<file path="src/design/modexp_pkg.sv">
// Package for the modular exponentiation block: word types, controller codes and widths.
package modexp_pkg;

  // Operand width used by the arithmetic; input fields are truncated to it
  localparam int WIDTH   = 32;
  localparam int FIELD_W = 32;
  localparam int CNT_W   = $clog2(WIDTH);

  typedef struct packed {
    logic [FIELD_W-1:0] base;
    logic [FIELD_W-1:0] exponent;
    logic [FIELD_W-1:0] modulus;
  } in_word_t;

  typedef struct packed {
    logic [FIELD_W-1:0] power_result;
    logic               zero_modulus_error;
  } out_word_t;

  // Datapath operations issued by the controller
  typedef enum logic [3:0] {
    DP_NOP,
    DP_LOAD,
    DP_MUL_BASE,
    DP_MUL_SQ,
    DP_MUL_B,
    DP_RED,
    DP_WB_BASE,
    DP_WB_ACC,
    DP_NEXT_BIT,
    DP_EMIT
  } dp_op_t;

  typedef struct packed {
    dp_op_t op;
  } dp_cmd_t;

  typedef struct packed {
    logic mod_zero;
    logic exp_zero;
    logic exp_msb;
    logic red_last;
    logic bit_last;
  } dp_sts_t;

  typedef enum logic [3:0] {
    S_IDLE,
    S_CHECK,
    S_BASE,
    S_SQ,
    S_MB,
    S_RED,
    S_WB,
    S_NEXT,
    S_EMIT
  } ctrl_state_t;

  // Which multiplication the reduction belongs to
  typedef enum logic [1:0] {
    PH_BASE,
    PH_SQ,
    PH_MB
  } phase_t;

endpackage

</file>
<file path="src/design/modexp_datapath.sv">
// Datapath of the modular exponentiation block: operand registers, multiplier, serial reducer.
module modexp_datapath (
  input  logic                 clk,
  input  logic                 rst_n,
  input  modexp_pkg::in_word_t in_word,
  input  modexp_pkg::dp_cmd_t  cmd,
  output modexp_pkg::dp_sts_t  sts,
  output modexp_pkg::out_word_t out_word
);
  import modexp_pkg::*;

  logic [WIDTH-1:0]   mod_r, base_r, acc_r, exp_r, rem_r;
  logic [2*WIDTH-1:0] prod_r;
  logic [CNT_W-1:0]   red_cnt_r, bit_cnt_r;
  logic               err_r;
  out_word_t          out_r;

  logic [2*WIDTH-1:0] mul_res;
  logic [WIDTH-1:0]   mul_b;
  logic [WIDTH:0]     step1, step1_red, step2, step2_red;
  logic [WIDTH-1:0]   rem_nxt;

  // Multiplier: acc times acc or acc times reduced base
  assign mul_b   = (cmd.op == DP_MUL_B) ? base_r : acc_r;
  assign mul_res = (2*WIDTH)'(acc_r) * (2*WIDTH)'(mul_b);

  // Restoring reduction, two product bits per cycle, MSB first
  always_comb begin
    step1     = {rem_r, prod_r[2*WIDTH-1]};
    step1_red = (step1 >= {1'b0, mod_r}) ? (step1 - {1'b0, mod_r}) : step1;
    step2     = {step1_red[WIDTH-1:0], prod_r[2*WIDTH-2]};
    step2_red = (step2 >= {1'b0, mod_r}) ? (step2 - {1'b0, mod_r}) : step2;
    rem_nxt   = step2_red[WIDTH-1:0];
  end

  // Counters
  always_ff @(posedge clk) begin
    if (!rst_n) begin
      red_cnt_r <= '0;
      bit_cnt_r <= '0;
    end else begin
      case (cmd.op)
        DP_LOAD:     bit_cnt_r <= '0;
        DP_MUL_BASE,
        DP_MUL_SQ,
        DP_MUL_B:    red_cnt_r <= '0;
        DP_RED:      red_cnt_r <= red_cnt_r + 1'b1;
        DP_NEXT_BIT: bit_cnt_r <= bit_cnt_r + 1'b1;
        default: ;
      endcase
    end
  end

  // Operand and result registers
  always_ff @(posedge clk) begin
    case (cmd.op)
      DP_LOAD: begin
        base_r <= in_word.base[WIDTH-1:0];
        exp_r  <= in_word.exponent[WIDTH-1:0];
        mod_r  <= in_word.modulus[WIDTH-1:0];
        acc_r  <= WIDTH'(1);
        err_r  <= (in_word.modulus[WIDTH-1:0] == '0);
      end
      DP_MUL_BASE: begin
        prod_r <= (2*WIDTH)'(base_r);
        rem_r  <= '0;
      end
      DP_MUL_SQ, DP_MUL_B: begin
        prod_r <= mul_res;
        rem_r  <= '0;
      end
      DP_RED: begin
        prod_r <= {prod_r[2*WIDTH-3:0], 2'b00};
        rem_r  <= rem_nxt;
      end
      DP_WB_BASE:  base_r <= rem_r;
      DP_WB_ACC:   acc_r  <= rem_r;
      DP_NEXT_BIT: exp_r  <= {exp_r[WIDTH-2:0], 1'b0};
      DP_EMIT: begin
        out_r.power_result       <= err_r ? '0 : FIELD_W'(acc_r);
        out_r.zero_modulus_error <= err_r;
      end
      default: ;
    endcase
  end

  assign sts.mod_zero = (mod_r == '0);
  assign sts.exp_zero = (exp_r == '0);
  assign sts.exp_msb  = exp_r[WIDTH-1];
  assign sts.red_last = (red_cnt_r == CNT_W'(WIDTH-1));
  assign sts.bit_last = (bit_cnt_r == CNT_W'(WIDTH-1));
  assign out_word     = out_r;

endmodule

</file>
<file path="src/design/modexp_ctrl.sv">
// Controller of the modular exponentiation block: sequences the square-and-multiply steps.
module modexp_ctrl (
  input  logic                clk,
  input  logic                rst_n,
  input  logic                in_valid,
  output logic                in_ready,
  output logic                out_valid,
  input  logic                out_ready,
  input  modexp_pkg::dp_sts_t sts,
  output modexp_pkg::dp_cmd_t cmd
);
  import modexp_pkg::*;

  ctrl_state_t state_r, state_nxt;
  phase_t      phase_r, phase_nxt;
  logic        out_valid_r, out_valid_nxt;

  // State registers
  always_ff @(posedge clk) begin
    if (!rst_n) begin
      state_r     <= S_IDLE;
      phase_r     <= PH_BASE;
      out_valid_r <= 1'b0;
    end else begin
      state_r     <= state_nxt;
      phase_r     <= phase_nxt;
      out_valid_r <= out_valid_nxt;
    end
  end

  // Next state and datapath commands
  always_comb begin
    state_nxt     = state_r;
    phase_nxt     = phase_r;
    out_valid_nxt = out_valid_r && !out_ready;
    cmd.op        = DP_NOP;
    in_ready      = 1'b0;
    case (state_r)
      S_IDLE: begin
        in_ready = 1'b1;
        if (in_valid) begin
          cmd.op    = DP_LOAD;
          state_nxt = S_CHECK;
        end
      end
      S_CHECK: begin
        if (sts.mod_zero || sts.exp_zero) state_nxt = S_EMIT;
        else                              state_nxt = S_BASE;
      end
      S_BASE: begin
        cmd.op    = DP_MUL_BASE;
        phase_nxt = PH_BASE;
        state_nxt = S_RED;
      end
      S_SQ: begin
        cmd.op    = DP_MUL_SQ;
        phase_nxt = PH_SQ;
        state_nxt = S_RED;
      end
      S_MB: begin
        cmd.op    = DP_MUL_B;
        phase_nxt = PH_MB;
        state_nxt = S_RED;
      end
      S_RED: begin
        cmd.op = DP_RED;
        if (sts.red_last) state_nxt = S_WB;
      end
      S_WB: begin
        case (phase_r)
          PH_BASE: begin
            cmd.op    = DP_WB_BASE;
            state_nxt = S_SQ;
          end
          PH_SQ: begin
            cmd.op    = DP_WB_ACC;
            state_nxt = sts.exp_msb ? S_MB : S_NEXT;
          end
          default: begin
            cmd.op    = DP_WB_ACC;
            state_nxt = S_NEXT;
          end
        endcase
      end
      S_NEXT: begin
        if (sts.bit_last) begin
          state_nxt = S_EMIT;
        end else begin
          cmd.op    = DP_NEXT_BIT;
          state_nxt = S_SQ;
        end
      end
      S_EMIT: begin
        // wait until the output register is free
        if (!out_valid_r || out_ready) begin
          cmd.op        = DP_EMIT;
          out_valid_nxt = 1'b1;
          state_nxt     = S_IDLE;
        end
      end
      default: state_nxt = S_IDLE;
    endcase
  end

  assign out_valid = out_valid_r;

endmodule

</file>
<file path="src/design/modular_exponentiation_top.sv">
// Top level of the modular exponentiation block: controller plus datapath.
// Computes base^exponent mod modulus by left-to-right square-and-multiply over all
// 32 exponent bits. An item with a zero modulus or zero exponent goes only through
// load, check and emit. Any other item also runs a base reduction, then for each of
// the 32 exponent bits a square plus a multiply when the bit is set, and then emit.
// Every product goes through the serial reducer, which retires two product bits per
// cycle, works through each 64-bit product and is shared by every multiplication.
// A new word is accepted once the previous item is finished, even while its result
// still waits in the output register.
module modular_exponentiation_top (
  input  logic                  clk,
  input  logic                  rst_n,
  input  logic                  in_valid,
  output logic                  in_ready,
  input  modexp_pkg::in_word_t  in_word,
  output logic                  out_valid,
  input  logic                  out_ready,
  output modexp_pkg::out_word_t out_word
);
  import modexp_pkg::*;

  dp_cmd_t cmd;
  dp_sts_t sts;

  modexp_ctrl u_ctrl (
    .clk       (clk),
    .rst_n     (rst_n),
    .in_valid  (in_valid),
    .in_ready  (in_ready),
    .out_valid (out_valid),
    .out_ready (out_ready),
    .sts       (sts),
    .cmd       (cmd)
  );

  modexp_datapath u_dp (
    .clk      (clk),
    .rst_n    (rst_n),
    .in_word  (in_word),
    .cmd      (cmd),
    .sts      (sts),
    .out_word (out_word)
  );

endmodule

</file>
<file path="config.mk">
export PLATFORM = sky130hd
export DESIGN_NAME = modular_exponentiation_top
export DESIGN_NICKNAME = d
export VERILOG_FILES = /design/src/design/modexp_pkg.sv /design/src/design/modexp_datapath.sv /design/src/design/modexp_ctrl.sv /design/src/design/modular_exponentiation_top.sv
export SDC_FILE = /design/constraint.sdc
export NUM_CORES = 2
export LEC_CHECK = 0
export BUFFER_PORTS_ARGS = -buffer_cell sky130_fd_sc_hd__buf_2
export CAP_MARGIN = 20
export CORE_MARGIN = 5
export CORE_UTILIZATION = 45
export DETAILED_ROUTE_END_ITERATION = 7
export GPL_TIMING_DRIVEN = 1
export SLEW_MARGIN = 20
export SYNTH_ARGS = -nofsm -noshare
export SYNTH_HDL_FRONTEND = slang
export SYNTH_HIERARCHICAL = 1
export SYNTH_SLANG_ARGS = --single-unit
</file>
<file path="constraint.sdc">
create_clock -name clk -period 20.8 [get_ports clk]
set_clock_uncertainty 0.05 [all_clocks]
set_input_delay 3.12 -clock clk [delete_from_list [all_inputs] [get_ports clk]]
set_output_delay 3.12 -clock clk [all_outputs]
set_load 0.1 [all_outputs]
</file>
## Word-level counts from Yosys, hierarchy flattened

Cells that the tools add are included.

| cells by class | value |
|---|---|
| shift operators | 0 |
| magnitude comparators | 2 |
| div/mod/pow operators | 0 |
| equal/unequal tests | 23 |
| bitwise logic cells | 0 |
| multiply operators | 1 |
| muxes and demuxes | 27 |
| $add $sub $neg | 4 |
| reductions and logical operators | 20 |

Operator list:

| kind | number |
|---|---|
| case mux 32 bit (2 select lines) | 4 |
| case mux 64 bit (3 select lines) | 1 |
| logical NOT 32 bit | 3 |
| 2-to-1 mux 32 bit | 3 |
| >= comparator 33 x 32 -> 1 bit | 2 |
| multiplier 32 x 32 -> 64 bit | 1 |
| subtractor 32 bit | 2 |
| == test 4 x 3 -> 1 bit (second input constant) | 8 |
| case mux 4 bit (8 select lines) | 1 |
| 2-to-1 mux 4 bit | 7 |
| case mux 4 bit (7 select lines) | 1 |
| case mux 5 bit (2 select lines) | 2 |
| == test 4 x 2 -> 1 bit (second input constant) | 4 |
| == test 4 bit (second input constant) | 3 |
| adder 5 x 1 -> 5 bit (second input constant) | 2 |
| == test 5 bit (second input constant) | 2 |
| == test 4 x 1 -> 1 bit (second input constant) | 2 |
| case mux 4 bit (2 select lines) | 1 |
| nonzero test 2 bit | 4 |
| case mux 2 bit (3 select lines) | 1 |
| nonzero test 3 bit | 2 |
| OR reduction 3 bit | 2 |
| 2-to-1 mux 1 bit | 5 |
| logical NOT 4 bit | 1 |
| other kinds (10) | 13 |

| storage, ports and cells | value |
|---|---|
| bits of input ports | 100 |
| latch bits | 0 |
| memories kept | 0 |
| word-level logic and storage cells | 91 |
| bits in writable memories | 0 |
| bits in registers | 275 |
| memory bits (read-only) | 0 |

## Logic depth before layout (Yosys ltp)

| logic depth | value |
|---|---|
| word-level depth | 8 |
| gate-level depth with buffers | 39 |

## Modules after synthesis

The synthesis kept the hierarchy.

Modules (own cells, without submodules):

| module | cells an instance | times used | area an instance (um^2) | sequential area each (um^2) |
|---|---|---|---|---|
| modexp_datapath | 5125 | 1 | 48311.3 | 7947.6 |
| modexp_ctrl | 68 | 1 | 530.5 | 140.1 |

## Least setup slack after synthesis

OpenSTA, ideal clock, no wires.

| path | value |
|---|---|
| path kind | input to register |
| start point | input out_ready |
| end point | register u_dp.prod_r[62] (data pin) |
| arrival | 11.618 ns |
| path buffers | 4 |
| cell stages on the path | 31 |
| slack | 8.869 ns |
| required time | 20.487 ns |
| cells stage by stage | nor2b_1 a21oi_1 a22o_1 clkbuf_1 nor3_1 clkbuf_1 mux2i_1 clkbuf_1 nor2b_1 fa_1 fa_1 inv_1 fa_1 fa_1 fa_1 inv_1 fa_1 fa_1 fa_1 ha_1 buf_2 and4_1 nand3_1 or4_1 a31oi_1 o21ai_0 a21oi_1 a41oi_1 o31ai_1 xnor2_1 o21ai_1 |

RTL lines:

| what | RTL line | source |
|---|---|---|
| from (decl) | modular_exponentiation_top.sv:17 | `input logic out_ready,` |
| to (signal assigned) | modexp_datapath.sv:65 | `prod_r <= (2*WIDTH)'(base_r);` |
| to (signal assigned) | modexp_datapath.sv:69 | `prod_r <= mul_res;` |
| to (signal assigned) | modexp_datapath.sv:73 | `prod_r <= {prod_r[2*WIDTH-3:0], 2'b00};` |
| to (decl) | modexp_datapath.sv:13 | `logic [2*WIDTH-1:0] prod_r;` |

==> results.tsv <==
stage	metric	value	unit
floorplan	die_h	339.5	um
worst_setup_path	slowest_delay	0.55	ns
placed_design	port_buffers	134	
min_path	hp-class	register to register	
floorplan	coreArea	0.1075	mm^2
clock_tree	cts_tree	done	
timing	drv_slew	0	
yosys	synth_flop_cell	edfxtp_1	
worst_setup_path	crit_top_cell	fa_1	
detailed_routing	wire_per_inst	21.81	um
placed_design	dp_hpwl	106100	um
detailed_routing	routed_wl	143900	um
clock_tree	cts_root_buf	clkbuf_16	
clock_tree	cts-buffers-inserted	37	
final_layout	layout_commonest_cell	inv_1	
yosys	avgSynthCellArea	9.405	um^2
grt	grt_pass1_vias	38223	
clock_tree	cts_setup_buffers	0	
clock_tree	cts_buffer_depth	3	
detailed_routing	first_pass_iters	6	
worst_setup_path	cp_max_fo	35	
timing	maxSlewHeadroom	32.04	%
timing	finalCritPeriodShare	63.68	%
yosys	muxShareOfSynthArea	1.534	%
outcome	outcome	finished clean	
worst_setup_path	end_kind	register	
yosys	ys_types	75	
yosys	synthXorXnorAreaFrac	1.990	%
grt	grt_max_degree	65	
timing	hold_viol	0	
yosys	synth_fp_nets	6522	
worst_setup_path	crit_type	input port to register	
worst_setup_path	startpoint_type	input port	
final_layout	drive_gt1_share	6.623	%
yosys	synthCells	5193	
grt	grt_pass1_wl	225500	um
timing	worstMarginPinSlew	1.009	ns
clock_tree	holdBufCountCts	0	
final_layout	fillers	10233	
yosys	yosys.area.top_type	fa_1	
yosys	ys_ff_latch	275	
clock_tree	ctsResizeCount	0	
yosys	synth_top_family_by_area	adder cells	
timing	finalSetupTns	0	ns
final_layout	nNetsFinal	6497	
timing	whs	0.4069	ns
clock_tree	cts_sinks	275	
yosys	netlist.area_leader.share	36.81	%
yosys	seq_area_frac_synth	16.56	%
worst_setup_path	cpMaxStageDelayCell	fa_1	
final_layout	seq_area	0.008088	mm^2
detailed_routing	drc	0	
clock_tree	clk_latency	0.62	ns
final_layout	multi_input_area	0.03633	mm^2
floorplan	num_rows	120	
yosys	synth_simple_gate_area_share	17.57	%
timing	setup_viol	0	
yosys	synth-edff-count	258	
floorplan	initial_core_util	45.43	%
floorplan	pin_count	135	
yosys	synth_area	0.04884	mm^2
worst_setup_path	arrival	13.49	ns
detailed_routing	routed_via_density	5.486	
floorplan	dieWidth	339.5	um
yosys	yosys_warnings	6	
grt	track_usage	25.25	%
grt	antenna_found_initial	8	
yosys	synth-compound-area-share	7.811	%
clock_tree	clkTransAtPathRegs	0.06	ns
final_layout	area_growth	6.694	%
job	drv_cap	0	
yosys	synth_area_leaders	fa_1 (37%), edfxtp_1 (16%), ha_1 (8.5%), inv_1 (7.0%), and2_1 (6.8%)	
detailed_routing	ant_nets	0	
yosys	synth_async_sr_flop_share	0	%
detailed_routing	drt_iter0_drc	2940	
final_layout	final_cell_mix	inv_1 (911), fa_1 (898), nand2_1 (729), and2_1 (534), ha_1 (331)	
timing	fin_crit	13.25	ns
worst_setup_path	required	21.04	ns
floorplan	die_area	0.1152	mm^2
grt	grt_overflow	0	
detailed_routing	via_count	36194	
timing	rsz0062_at_grt	no	
timing	fmax	0.07550	GHz
placed_design	finalWeightedCongestion	0.9436	
yosys	yosys.area_share.adder	45.29	%
clock_tree	cts_max_level	2	
[cell usage after synthesis (all sizes together) (18+ instances only)]
master,instances
nor2,114
nand4,28
xor2,40
mux2,39
nand2,732
xnor2,71
edfxtp,258
o21ai,173
a21oi,139
o21bai,25
nand3,39
fa,898
nor4,33
a21o,73
nand2b,30
and2,534
a31oi,18
a211oi,20
nor3,26
nor2b,139
a22oi,32
clkbuf,264
ha,331
mux2i,31
inv,912
o21a,38
[logic make-up after synthesis]
| logic type | Yosys count |
|---|---|
| multiplexers | 70 |
| XOR/XNOR | 111 |
| AO/OA/AOI/OAI | 598 |
| adder cells (fa/ha/maj) | 1229 |
| flip-flops | 275 |
| buffers and inverters | 1193 |
| AND/OR/NAND/NOR | 1717 |
[critical path: cells and delay by family]
| family | cells | cell delay [ns] |
|---|---|---|
| simple gates | 9 | 2.49 |
| compound gates | 8 | 2.09 |
| buf+inv | 7 | 1.13 |
| fa+ha+maj | 9 | 4.48 |
| xor+xnor | 1 | 0.15 |
[final cells by class]
class / count / share of cell area, %
multi-input cells: 3725 / 69.72
flip-flops and latches: 275 / 15.52
inverters: 912 / 6.569
well taps: 1403 / 3.369
repair buffers: 217 / 2.483
clock buffers: 39 / 1.791
clock inverters: 26 / 0.5426
diodes: 1 / 0.004802
[routing by layer]
metal | GRT usage, % | wire [um] | vias up
met5 | 0 | 0 | -
met4 | 7.399 | 4966 | 0
met3 | 4.698 | 11920 | 247
met2 | 40.70 | 65730 | 1320
met1 | 35.02 | 61310 | 18526
li1 | - | - | 16101
[metrics by stage]
stage,setup WS (ns),area [um^2],utilization [%],cells
after floorplan,8.869,48840,-,5193
after global placement,7.153,50890,47.34,6532
after detailed placement,6.977,50890,47.34,6532
after CTS,7.549,52110,48.47,6597
after global routing,6.974,52110,48.47,6597
final,7.554,52110,48.47,6598
[path summary, 6_finish.rpt]
path,start,end,slack [ns],depth (start not counted)
min,u_dp/red_cnt_r[3],u_dp/red_cnt_r[3],0.41,1
max reg2reg,u_ctrl/state_r[2],u_dp/prod_r[62],9.11,32
min reg2reg,u_dp/red_cnt_r[3],u_dp/red_cnt_r[3],0.41,1
max,out_ready,u_dp/prod_r[62],7.55,34
[sequential cells by signal, summed over array words and instances, names as in the netlist]
signal	cells
u_dp/base_r	32
u_dp/acc_r	32
u_dp/out_word	33
u_dp/rem_r	32
u_ctrl/phase_r	2
u_ctrl/out_valid	1
u_dp/red_cnt_r	5
u_dp/prod_r	64
u_ctrl/state_r	4
u_dp/mod_r	32
u_dp/exp_r	32
u_dp/err_r	1
u_dp/bit_cnt_r	5
Power is not shown: default switching activity piles up to over one toggle a cycle in this logic, so the estimate is an artifact.
